## config.mk

```make
export PLATFORM = sky130hd
export DESIGN_NAME = gha_front
export DESIGN_NICKNAME = d
export VERILOG_FILES = /design/src/hdl/gha_pkg.sv /design/src/hdl/gha_front.sv
export SDC_FILE = /design/constraint.sdc
export NUM_CORES = 1
export LEC_CHECK = 0
export ABC_AREA = 1
export BUFFER_PORTS_ARGS = -buffer_cell sky130_fd_sc_hd__buf_2
export CAP_MARGIN = 0
export CORE_MARGIN = 2
export CORE_UTILIZATION = 35
export CTS_BUF_LIST = sky130_fd_sc_hd__clkbuf_16
export CTS_CLUSTER_SIZE = 24
export DETAILED_ROUTE_END_ITERATION = 8
export GPL_TIMING_DRIVEN = 0
export MAX_ROUTING_LAYER = met4
export PLACE_DENSITY = 0.6
export SYNTH_ARGS = -nofsm -noshare
export SYNTH_HDL_FRONTEND = slang
export SYNTH_SLANG_ARGS = --single-unit
```

## constraint.sdc

```tcl
create_clock -name i_clk -period 2.7 [get_ports i_clk]
set_input_delay 0.135 -clock i_clk [delete_from_list [all_inputs] [get_ports i_clk]]
set_output_delay 0.135 -clock i_clk [all_outputs]
set_load 0.05 [all_outputs]
```

## src/hdl/gha_pkg.sv

```systemverilog
// shared types and constants of the generational handle allocator
// no dependencies
`default_nettype none
package gha_pkg;

    localparam int SLOTS       = 256;
    localparam int SLOT_W      = $clog2(SLOTS);
    localparam int QUEUE_DEPTH = 16;
    localparam int QI_W        = (QUEUE_DEPTH > 1) ? $clog2(QUEUE_DEPTH) : 1;
    localparam int QCNT_W      = $clog2(QUEUE_DEPTH + 1);
    localparam int ID_W        = 9;
    localparam int VER_W       = 16;
    localparam int CNT_W       = 9;

    typedef enum logic [1:0] {
        CMD_CREATE  = 2'd0,
        CMD_DESTROY = 2'd1,
        CMD_CHECK   = 2'd2,
        CMD_COMMIT  = 2'd3
    } t_cmd;

    typedef enum logic [2:0] {
        RK_CREATE    = 3'd0,
        RK_DESTROY   = 3'd1,
        RK_CHECK     = 3'd2,
        RK_CREATED   = 3'd3,
        RK_DESTROYED = 3'd4,
        RK_DONE      = 3'd5
    } t_kind;

    typedef enum logic [1:0] {
        ST_OK      = 2'd0,
        ST_INVALID = 2'd1,
        ST_FULL    = 2'd2,
        ST_QFULL   = 2'd3
    } t_status;

    typedef enum logic [2:0] {
        S_IDLE,
        S_CREATE,
        S_HANDLE,
        S_CM_RD,
        S_CM_EX
    } t_state;

    typedef struct packed {
        t_cmd              cmd;
        logic              id_zero;
        logic [SLOT_W-1:0] slot;
        logic [ID_W-1:0]   id;
        logic [VER_W-1:0]  ver;
    } t_front_word;

    // slot table entry, written when a slot is opened, destroyed, committed or retired
    typedef struct packed {
        logic             active;
        logic             doomed;
        logic [VER_W-1:0] ver;
    } t_slot_entry;

endpackage
`default_nettype wire

```

## src/hdl/gha_front.sv

```systemverilog
// front end: accepts input words, classifies them, two entry queue to the back end
// depends on gha_pkg
`default_nettype none
module gha_front (
    input  wire logic                       i_clk,
    input  wire logic                       i_rst_n,
    input  wire logic                       i_in_valid,
    output logic                            o_in_stall,
    input  wire logic [1:0]                 i_command,
    input  wire logic [gha_pkg::ID_W-1:0]   i_handle_id,
    input  wire logic [gha_pkg::VER_W-1:0]  i_handle_version,
    output logic                            o_valid,
    output gha_pkg::t_front_word            o_word,
    input  wire logic                       i_pop
);
    import gha_pkg::*;

    t_front_word r_mem [2];
    logic        r_wp, r_rp;
    logic [1:0]  r_cnt;
    logic        push;
    t_front_word cls;
    logic [ID_W-1:0] id_m1;

    assign o_in_stall = (r_cnt == 2'd2);
    assign push       = i_in_valid && !o_in_stall;
    assign o_valid    = (r_cnt != 2'd0);
    assign o_word     = r_mem[r_rp];

    always_comb begin
        id_m1       = i_handle_id - ID_W'(1);
        cls.cmd     = t_cmd'(i_command);
        cls.id_zero = (i_handle_id == '0);
        cls.slot    = id_m1[SLOT_W-1:0];
        cls.id      = i_handle_id;
        cls.ver     = i_handle_version;
    end

    always_ff @(posedge i_clk) begin
        if (push) begin
            r_mem[r_wp] <= cls;
        end
        if (!i_rst_n) begin
            r_wp  <= 1'b0;
            r_rp  <= 1'b0;
            r_cnt <= 2'd0;
        end else begin
            if (push) r_wp <= ~r_wp;
            if (i_pop) r_rp <= ~r_rp;
            r_cnt <= r_cnt + 2'(push) - 2'(i_pop);
        end
    end
endmodule
`default_nettype wire

```

Word level (Yosys, flattened, before mapping)
Memory sizes are Yosys's and may differ from the RTL's. A register that Yosys moved wholly into a read port is not among the register bits.
Index checks and enable logic that the tools add are counted.
{"block": "op_classes", "addsub": 3, "eq_ne": 1, "mux": 4, "n_bitwise": 2, "n_reduce_logical": 4}
{"operator": "9-bit zero test", "n": 1}
{"operator": "8-bit by 1-bit subtractor with 8-bit output (second input constant)", "n": 1}
{"operator": "1-bit 2-to-1 mux", "n": 4}
{"operator": "2-bit by 1-bit adder with 2-bit output", "n": 1}
{"operator": "2-bit equality test (second input constant)", "n": 1}
{"operator": "1-bit NOT", "n": 2}
{"operator": "2-bit nonzero test", "n": 1}
{"operator": "2-bit by 1-bit subtractor with 2-bit output", "n": 1}
{"operator": "1-bit logical AND", "n": 1}
{"operator": "1-bit zero test", "n": 1}
{"block": "totals", "reg_bits": 4, "ram_bits": 72, "in_bits": 31, "n_memories": 1}
{"name": "r_mem", "words": 2, "word_bits": 36, "read_ports": 1, "rd_clocked_by_memory_dff": 1, "write_ports": 1, "line": "gha_front.sv:18", "text": "t_front_word r_mem [2];"}

Logic depth before layout (Yosys ltp)
Gate-level depths: netlist (run 1).
{"block": "logic_depth", "word_depth": 5, "depth_mapped": 11, "depth_no_buf": 11}

Worst setup path before layout (run 1)
Ideal clock, no wire load.
{"block": "synth_timing", "kind": "flip-flop to flip-flop", "startpoint": "register r_cnt[0]", "endpoint": "memory r_mem[0][0] (netlist name) (enable)", "t_arrival_ns": 2.054, "t_required_ns": 2.271, "setup_slack_ns": 0.217, "stages_incl_launch_ff": 5, "n_path_buf": 0, "cell_sequence": "dfxtp_1 > inv_1 > nand2_1 > nand2_1 > nor2_1"}
{"block": "synth_between", "elab_chain_len": 5}
{"element": "start: declaration", "line": "gha_front.sv:20", "text": "logic [1:0] r_cnt;"}
{"element": "start signal: assignment", "line": "gha_front.sv:50", "text": "r_cnt <= r_cnt + 2'(push) - 2'(i_pop);"}
{"element": "2-bit equality test", "line": "gha_front.sv:25", "text": "assign o_in_stall = (r_cnt == 2'd2);"}
{"element": "1-bit zero test", "line": "gha_front.sv:26", "text": "assign push = i_in_valid && !o_in_stall;"}
{"element": "1-bit logical AND", "line": "gha_front.sv:26"}
{"element": "1-bit 2-to-1 mux", "line": "gha_front.sv:40", "text": "if (push) begin"}
{"element": "1-bit 2-to-1 mux (not written as such)", "line": "gha_front.sv:41", "text": "r_mem[r_wp] <= cls;"}
{"element": "end: declaration", "line": "gha_front.sv:18"}
Every way passes these cells.

==> results_dict.tcl, run 1 <==
set metrics [dict create \
    area_delta_synth_final_pct 29.1 \
    grt-ovfl-total 0 \
    synthArstFlopShare 0 \
    post-dp-hpwl_mm 3.47 \
    synth_area_per_cell_um2 17.4 \
    power_density_mw_per_mm2 816 \
    comb_power_share 0.195 \
    dr.pass1.iters 4 \
    timing.final.crit_share 0.605 \
    clock_sinks 77 \
    rsz0062_at_grt "false" \
    syn_inst 181 \
    clock-root-buffer "clkbuf_16" \
    diodes 0 \
    synth_enable_flop_cells 72 \
    postCtsSetupBuffers 0 \
    cts_resized 0 \
    required_ps 2570 \
    synth-seq-area-share 0.716 \
    die_y_um 99.0 \
    die_w_um 99.0 \
    vias 1700 \
    synth_area_leaders "edfxtp_1 68%, mux2_4 14%, dfxtp_1 3.2%, nand2_1 2.4%, mux2_2 2.1%" \
    die_area_mm2 0.00980 \
    finClkSkew_ps 3.85 \
    htreeDepth 3 \
    min_period_ps 1630 \
    status "complete, no violations" \
    switchingPower_uw 891 \
    fin_nets 307 \
    insertion_delay_ps 320 \
    switching_share 0.268 \
    hold-worst-slack_ps 9.01 \
    mappedNetlistArea_mm2 0.00316 \
    setup_viol 0 \
    yosysUniqueCellTypes 16 \
    r2r_slack_ps 1080 \
    syn_nets 216 \
    numPortBuffers 68 \
    total_power_uw 3330 \
    via_per_inst 4.43 \
    crit_arrival_ps 1500 \
    leakage_uw 0.00167 \
    drv_slew 0 \
    drive_gt1_frac 0.449 \
    numCtsBuffers 9 \
    yosys_warnings 0 \
    rows 34 \
    cp_num_buf_inv 3 \
    p_int_uw 2430 \
    p_seq_frac 0.437 \
    ys_top_cells_by_count "72 x edfxtp_1, 30 x mux2_4, 20 x nand2_1" \
    antenna_found_initial 0 \
    gp_congestion 0.774 \
    io_pins 69 \
    clock.fmax_mhz 613 \
    hold_buffers 10 \
    hold_violations 0 \
    grt_pass1_vias 1781 \
    yosys_most_used_dff "edfxtp_1" \
    avgRoutedWirePerCell_um 13.5 \
    drtIter0Drc 81 \
    cts_tree "built" \
    grt_pass1_wl_mm 8.56 \
    startpoint_type "register" \
    crit_path_end_kind "primary output" \
    crit_slowest_cell "dfxtp_1" \
    yosys.area.top_type "edfxtp_1" \
    fp.coreArea_mm2 0.00872 \
    hp-class "in -> reg" \
    start_util 0.362 \
    synth_top_area_frac 0.685 \
    synth.most_common_cell "edfxtp_1" \
    cp_cell_sequence "buf_6 > buf_12 > mux2_4 > buf_2" \
    grt_util_all_layers 0.119 \
    criticalPathCategory "reg -> out" \
    cp_max_fo 10 \
    drc 0 \
    max-cap-violations 0 \
    ir_worst_vdd_uv 376 \
    worst_pin_slew_ps 830 \
    clkPwrFrac 0.367 \
    grt_max_degree 37 \
    ant_nets 0 \
    slew_headroom 0.446 \
    slowest_delay_ps 320 \
    clk_pin_slew_worst_paths_ps 60 \
    cts_max_path_buffers 2 \
    synth-seq-cells 77 \
    routed_wl_mm 5.20 \
    cp_top_family "buffers and inverters" \
]
power groups by stage:
stage                     Clock, uW  Sequential (uW)  Combinational (uW)
final                          1220             1450                 650
after global routing           1310             1470                 695
after CTS                      1260             1460                 660
after detailed placement          0             1480                 647
after global placement            0             1480                 629
after floorplan                   0             1480                 499
metal layers:
metal / track usage / wire [um]
met1: 0.137 / 2280
met2: 0.195 / 2600
met3: 0.0262 / 201
met4: 0.0601 / 116
met5: - / 0
logic make-up after synthesis:
group           synth area share
compound gates           0.00475
xor+xnor                 0.00832
fa+ha+maj                 0.0158
buf+inv                   0.0392
flops                      0.716
mux                        0.164
simple gates              0.0515
per-stage QoR:
stage | cell area (um2) | utilization | worst slack (ps) | std cells | setup TNS, ps
after floorplan | 3160 | - | 217 | 181 | 0
after global placement | 3630 | 0.417 | -820 | 357 | -29440
after detailed placement | 3660 | 0.420 | 1040 | 358 | 0
after CTS | 4070 | 0.466 | 1040 | 383 | 0
after global routing | 4080 | 0.467 | 919 | 384 | 0
final | 4080 | 0.467 | 1070 | 384 | 0
worst register-to-register path, stage by stage (launching register included):
cell	delay, ps
dfxtp_1	330
inv_1	60
nand2_1	110
nand3_1	110
inv_2	620
registers in the layout, summed over array words and instances (netlist names), named ones only:
name and count:
r_rp 1, r_cnt 2, r_wp 1, r_mem 72
cell type report:
class | instances | area [um2]
fillers | 760 | 4640
flip-flops and latches | 77 | 2260
multi-input cells | 86 | 779
repair buffers | 80 | 470
clock buffers | 9 | 225
well taps | 108 | 135
clock inverters | 6 | 80.1
plain buffers | 4 | 71.3
inverters | 14 | 52.6
layout by cell type, fill, tap and decap left out, types with 2 or more instances in the layout:
cell type / netlist / final
nand3_1: 4 / 4
inv_1: 14 / 14
nand4_1: 3 / 3
nor2_1: 13 / 12
ha_1: 4 / 4
buf_2: 0 / 68
clkbuf_16: 0 / 9
xor2_1: 2 / 2
mux2_2: 6 / 6
edfxtp_1: 72 / 72
bufinv_16: 0 / 2
buf_12: 3 / 4
dfxtp_1: 5 / 5
nand2_1: 20 / 20
mux2_4: 30 / 30
dlygate4sd3_1: 0 / 11
a21oi_1: 2 / 2
final timing paths:
kind / startpoint / end / cells past startpoint
max: register / o_word[29] / 4
max reg2reg: r_cnt[0] / r_mem[1][30] / 4
min reg2reg: r_rp / r_rp / 2
min: i_handle_version[10] / r_mem[0][10] / 1
(Power assumes the default switching activity.)
==> run 2, diff against run 1 <==
- clock period: 2.7 -> 1.6 ns (I/O delays scaled with it)
==> run 2 against run 1 <==
Effect of this change:
- cell area up 8.6%
- utilization grew 4.0 points
- non-clock buffer count rose by 24
- worst hold slack lost 4.9 ps
- power grew 65%
- sequential cell count stayed put
- global-route usage increased by 0.64 points
==> results_dict.tcl, run 2 (synthesis gave the netlist of run 1 again) <==
set metrics [dict create \
    status "complete, no violations" \
    htreeDepth 3 \
    clock.fmax_mhz 642 \
    hold-worst-slack_ps 4.09 \
    min_period_ps 1560 \
    area_delta_synth_final_pct 40.2 \
    met3_usage 0.0277 \
    diodes 0 \
    start_util 0.362 \
    rows 34 \
    place_area_mm2 0.00364 \
    reg_top3 "r_mem: 72 flops, r_cnt: 2 flops" \
    worst_pin_slew_ps 331 \
    leakage_uw 0.00180 \
    io_pins 69 \
    clock_sinks 77 \
    drtIter0Drc 44 \
    grt_util_all_layers 0.125 \
    drive_gt1_frac 0.459 \
    grt_pass1_wl_mm 8.91 \
    crit_slowest_cell "dfxtp_1" \
    grt-ovfl-total 0 \
    die_y_um 99.0 \
    crit_arrival_ps 1480 \
    power_density_mw_per_mm2 1240 \
    crit_path_end_kind "primary output" \
    largest_register_ffs 72 \
    cts_tree "built" \
    ir_worst_vdd_uv 688 \
    startpoint_type "register" \
    die_area_mm2 0.00980 \
    slowest_delay_ps 330 \
    numPortBuffers 68 \
    avgRoutedWirePerCell_um 14.1 \
    multi_input_area_um2 807 \
    seqCellArea_mm2 0.00226 \
    most-common-layout-cells "72 x edfxtp_1, 37 x buf_2, 30 x mux2_4, 28 x buf_4, 26 x dlygate4sd3_1" \
    final_util 0.508 \
    required_ps 1520 \
    fp.coreArea_mm2 0.00872 \
    die_w_um 99.0 \
    drv_slew 0 \
    post-dp-hpwl_mm 3.45 \
    max-cap-violations 0 \
    final_common_cell "edfxtp_1" \
    design_area_mm2 0.00443 \
    insertion_delay_ps 330 \
    hp-class "in -> reg" \
    cts_max_path_buffers 2 \
    gp_congestion 0.792 \
    routed_wl_mm 5.81 \
    timing.final.crit_share 0.973 \
    grt_pass1_vias 1910 \
    gr-usage-met1 0.139 \
    grt_max_degree 19 \
    top_register "r_mem" \
    ant_nets 0 \
    use_met2 0.218 \
    numCtsBuffers 9 \
    setup_viol 0 \
    drc 0 \
    via_per_inst 4.36 \
    clk_pin_slew_worst_paths_ps 60 \
    finClkSkew_ps 7.12 \
    cp_cell_sequence "buf_6 > buf_12 > mux2_4 > buf_4" \
    antenna_found_initial 0 \
    dr.pass1.iters 3 \
    cp_max_fo 10 \
    fin_nets 333 \
    vias 1792 \
    clock-root-buffer "clkbuf_16" \
    rsz0062_at_grt "true" \
    criticalPathCategory "reg -> out" \
    busiest_layer "met2" \
    nFillCells 741 \
    hold_violations 0 \
    slew_headroom 0.779 \
]
-- run 2: cell types whose count changed in the layout (fill, tap and decap cells not counted), sizes merged --
cell         delta
buf             +9
inv             -1
clkinv          +3
bufinv          -2
nor2            +1
clkinvlp        +2
dlygate4sd3    +15
-- run 2: critical path, delay by kind of cell (launching register included) --
family	cells	cell delay (ps)
buf+inv	3	510
flops	1	330
mux	1	300
-- run 2: final timing paths --
kind | to | slack, ps | from | depth (start not counted)
worst min register to register | r_rp | 500 | r_rp | 2
worst min-delay path | r_mem[0][22] | 4 | i_handle_id[6] | 1
worst max register to register | r_mem[1][21] | 90 | r_wp | 3
worst max-delay path | o_word[29] | 40 | register | 4
-- run 2: power by group --
group | switching [uW] | total (uW) | internal [uW]
Combinational | 785 | 1300 | 511
Sequential | 50.9 | 2460 | 2410
Clock | 725 | 1750 | 1020
-- run 2: layer usage --
metal	wire, um	share of wire	vias up
met5	0	0	-
met4	100	0.017	0
met3	219	0.038	9
met2	2930	0.50	45
met1	2560	0.44	841
li1	-	-	897
-- run 2: layout make-up --
type / count / area share
Clock inverter: 7 / 0.00763
Buffer: 4 / 0.0161
Sequential cell: 77 / 0.511
Clock buffer: 9 / 0.0509
Tap cell: 108 / 0.0305
Multi-Input combinational cell: 87 / 0.182
Timing Repair Buffer: 104 / 0.187
Timing Repair inverter: 1 / 0.00170
Inverter: 14 / 0.0127
-- run 2: repair_timing --
action,CTS,global route
resized for setup,10,62
pin swaps,1,0
hold buffers,26,0
setup buffers,9,1
endpoints found under the setup margin,93,31
hold endpoints to repair,51,0
gates cloned,2,0
-- run 2: per-stage QoR --
step / setup TNS [ps] / instances / total power [uW] / setup WS, ps
2_1_floorplan: 0 / 181 / 3340 / 89.2
3_5_place_dp: -20010 / 357 / 3580 / -301
3_3_place_gp: -19910 / 357 / 3560 / -289
4_1_cts: 0 / 410 / 5470 / 1.39
6_report: 0 / 411 / 5500 / 42.8
5_1_grt: -21.8 / 411 / 5720 / -21.8
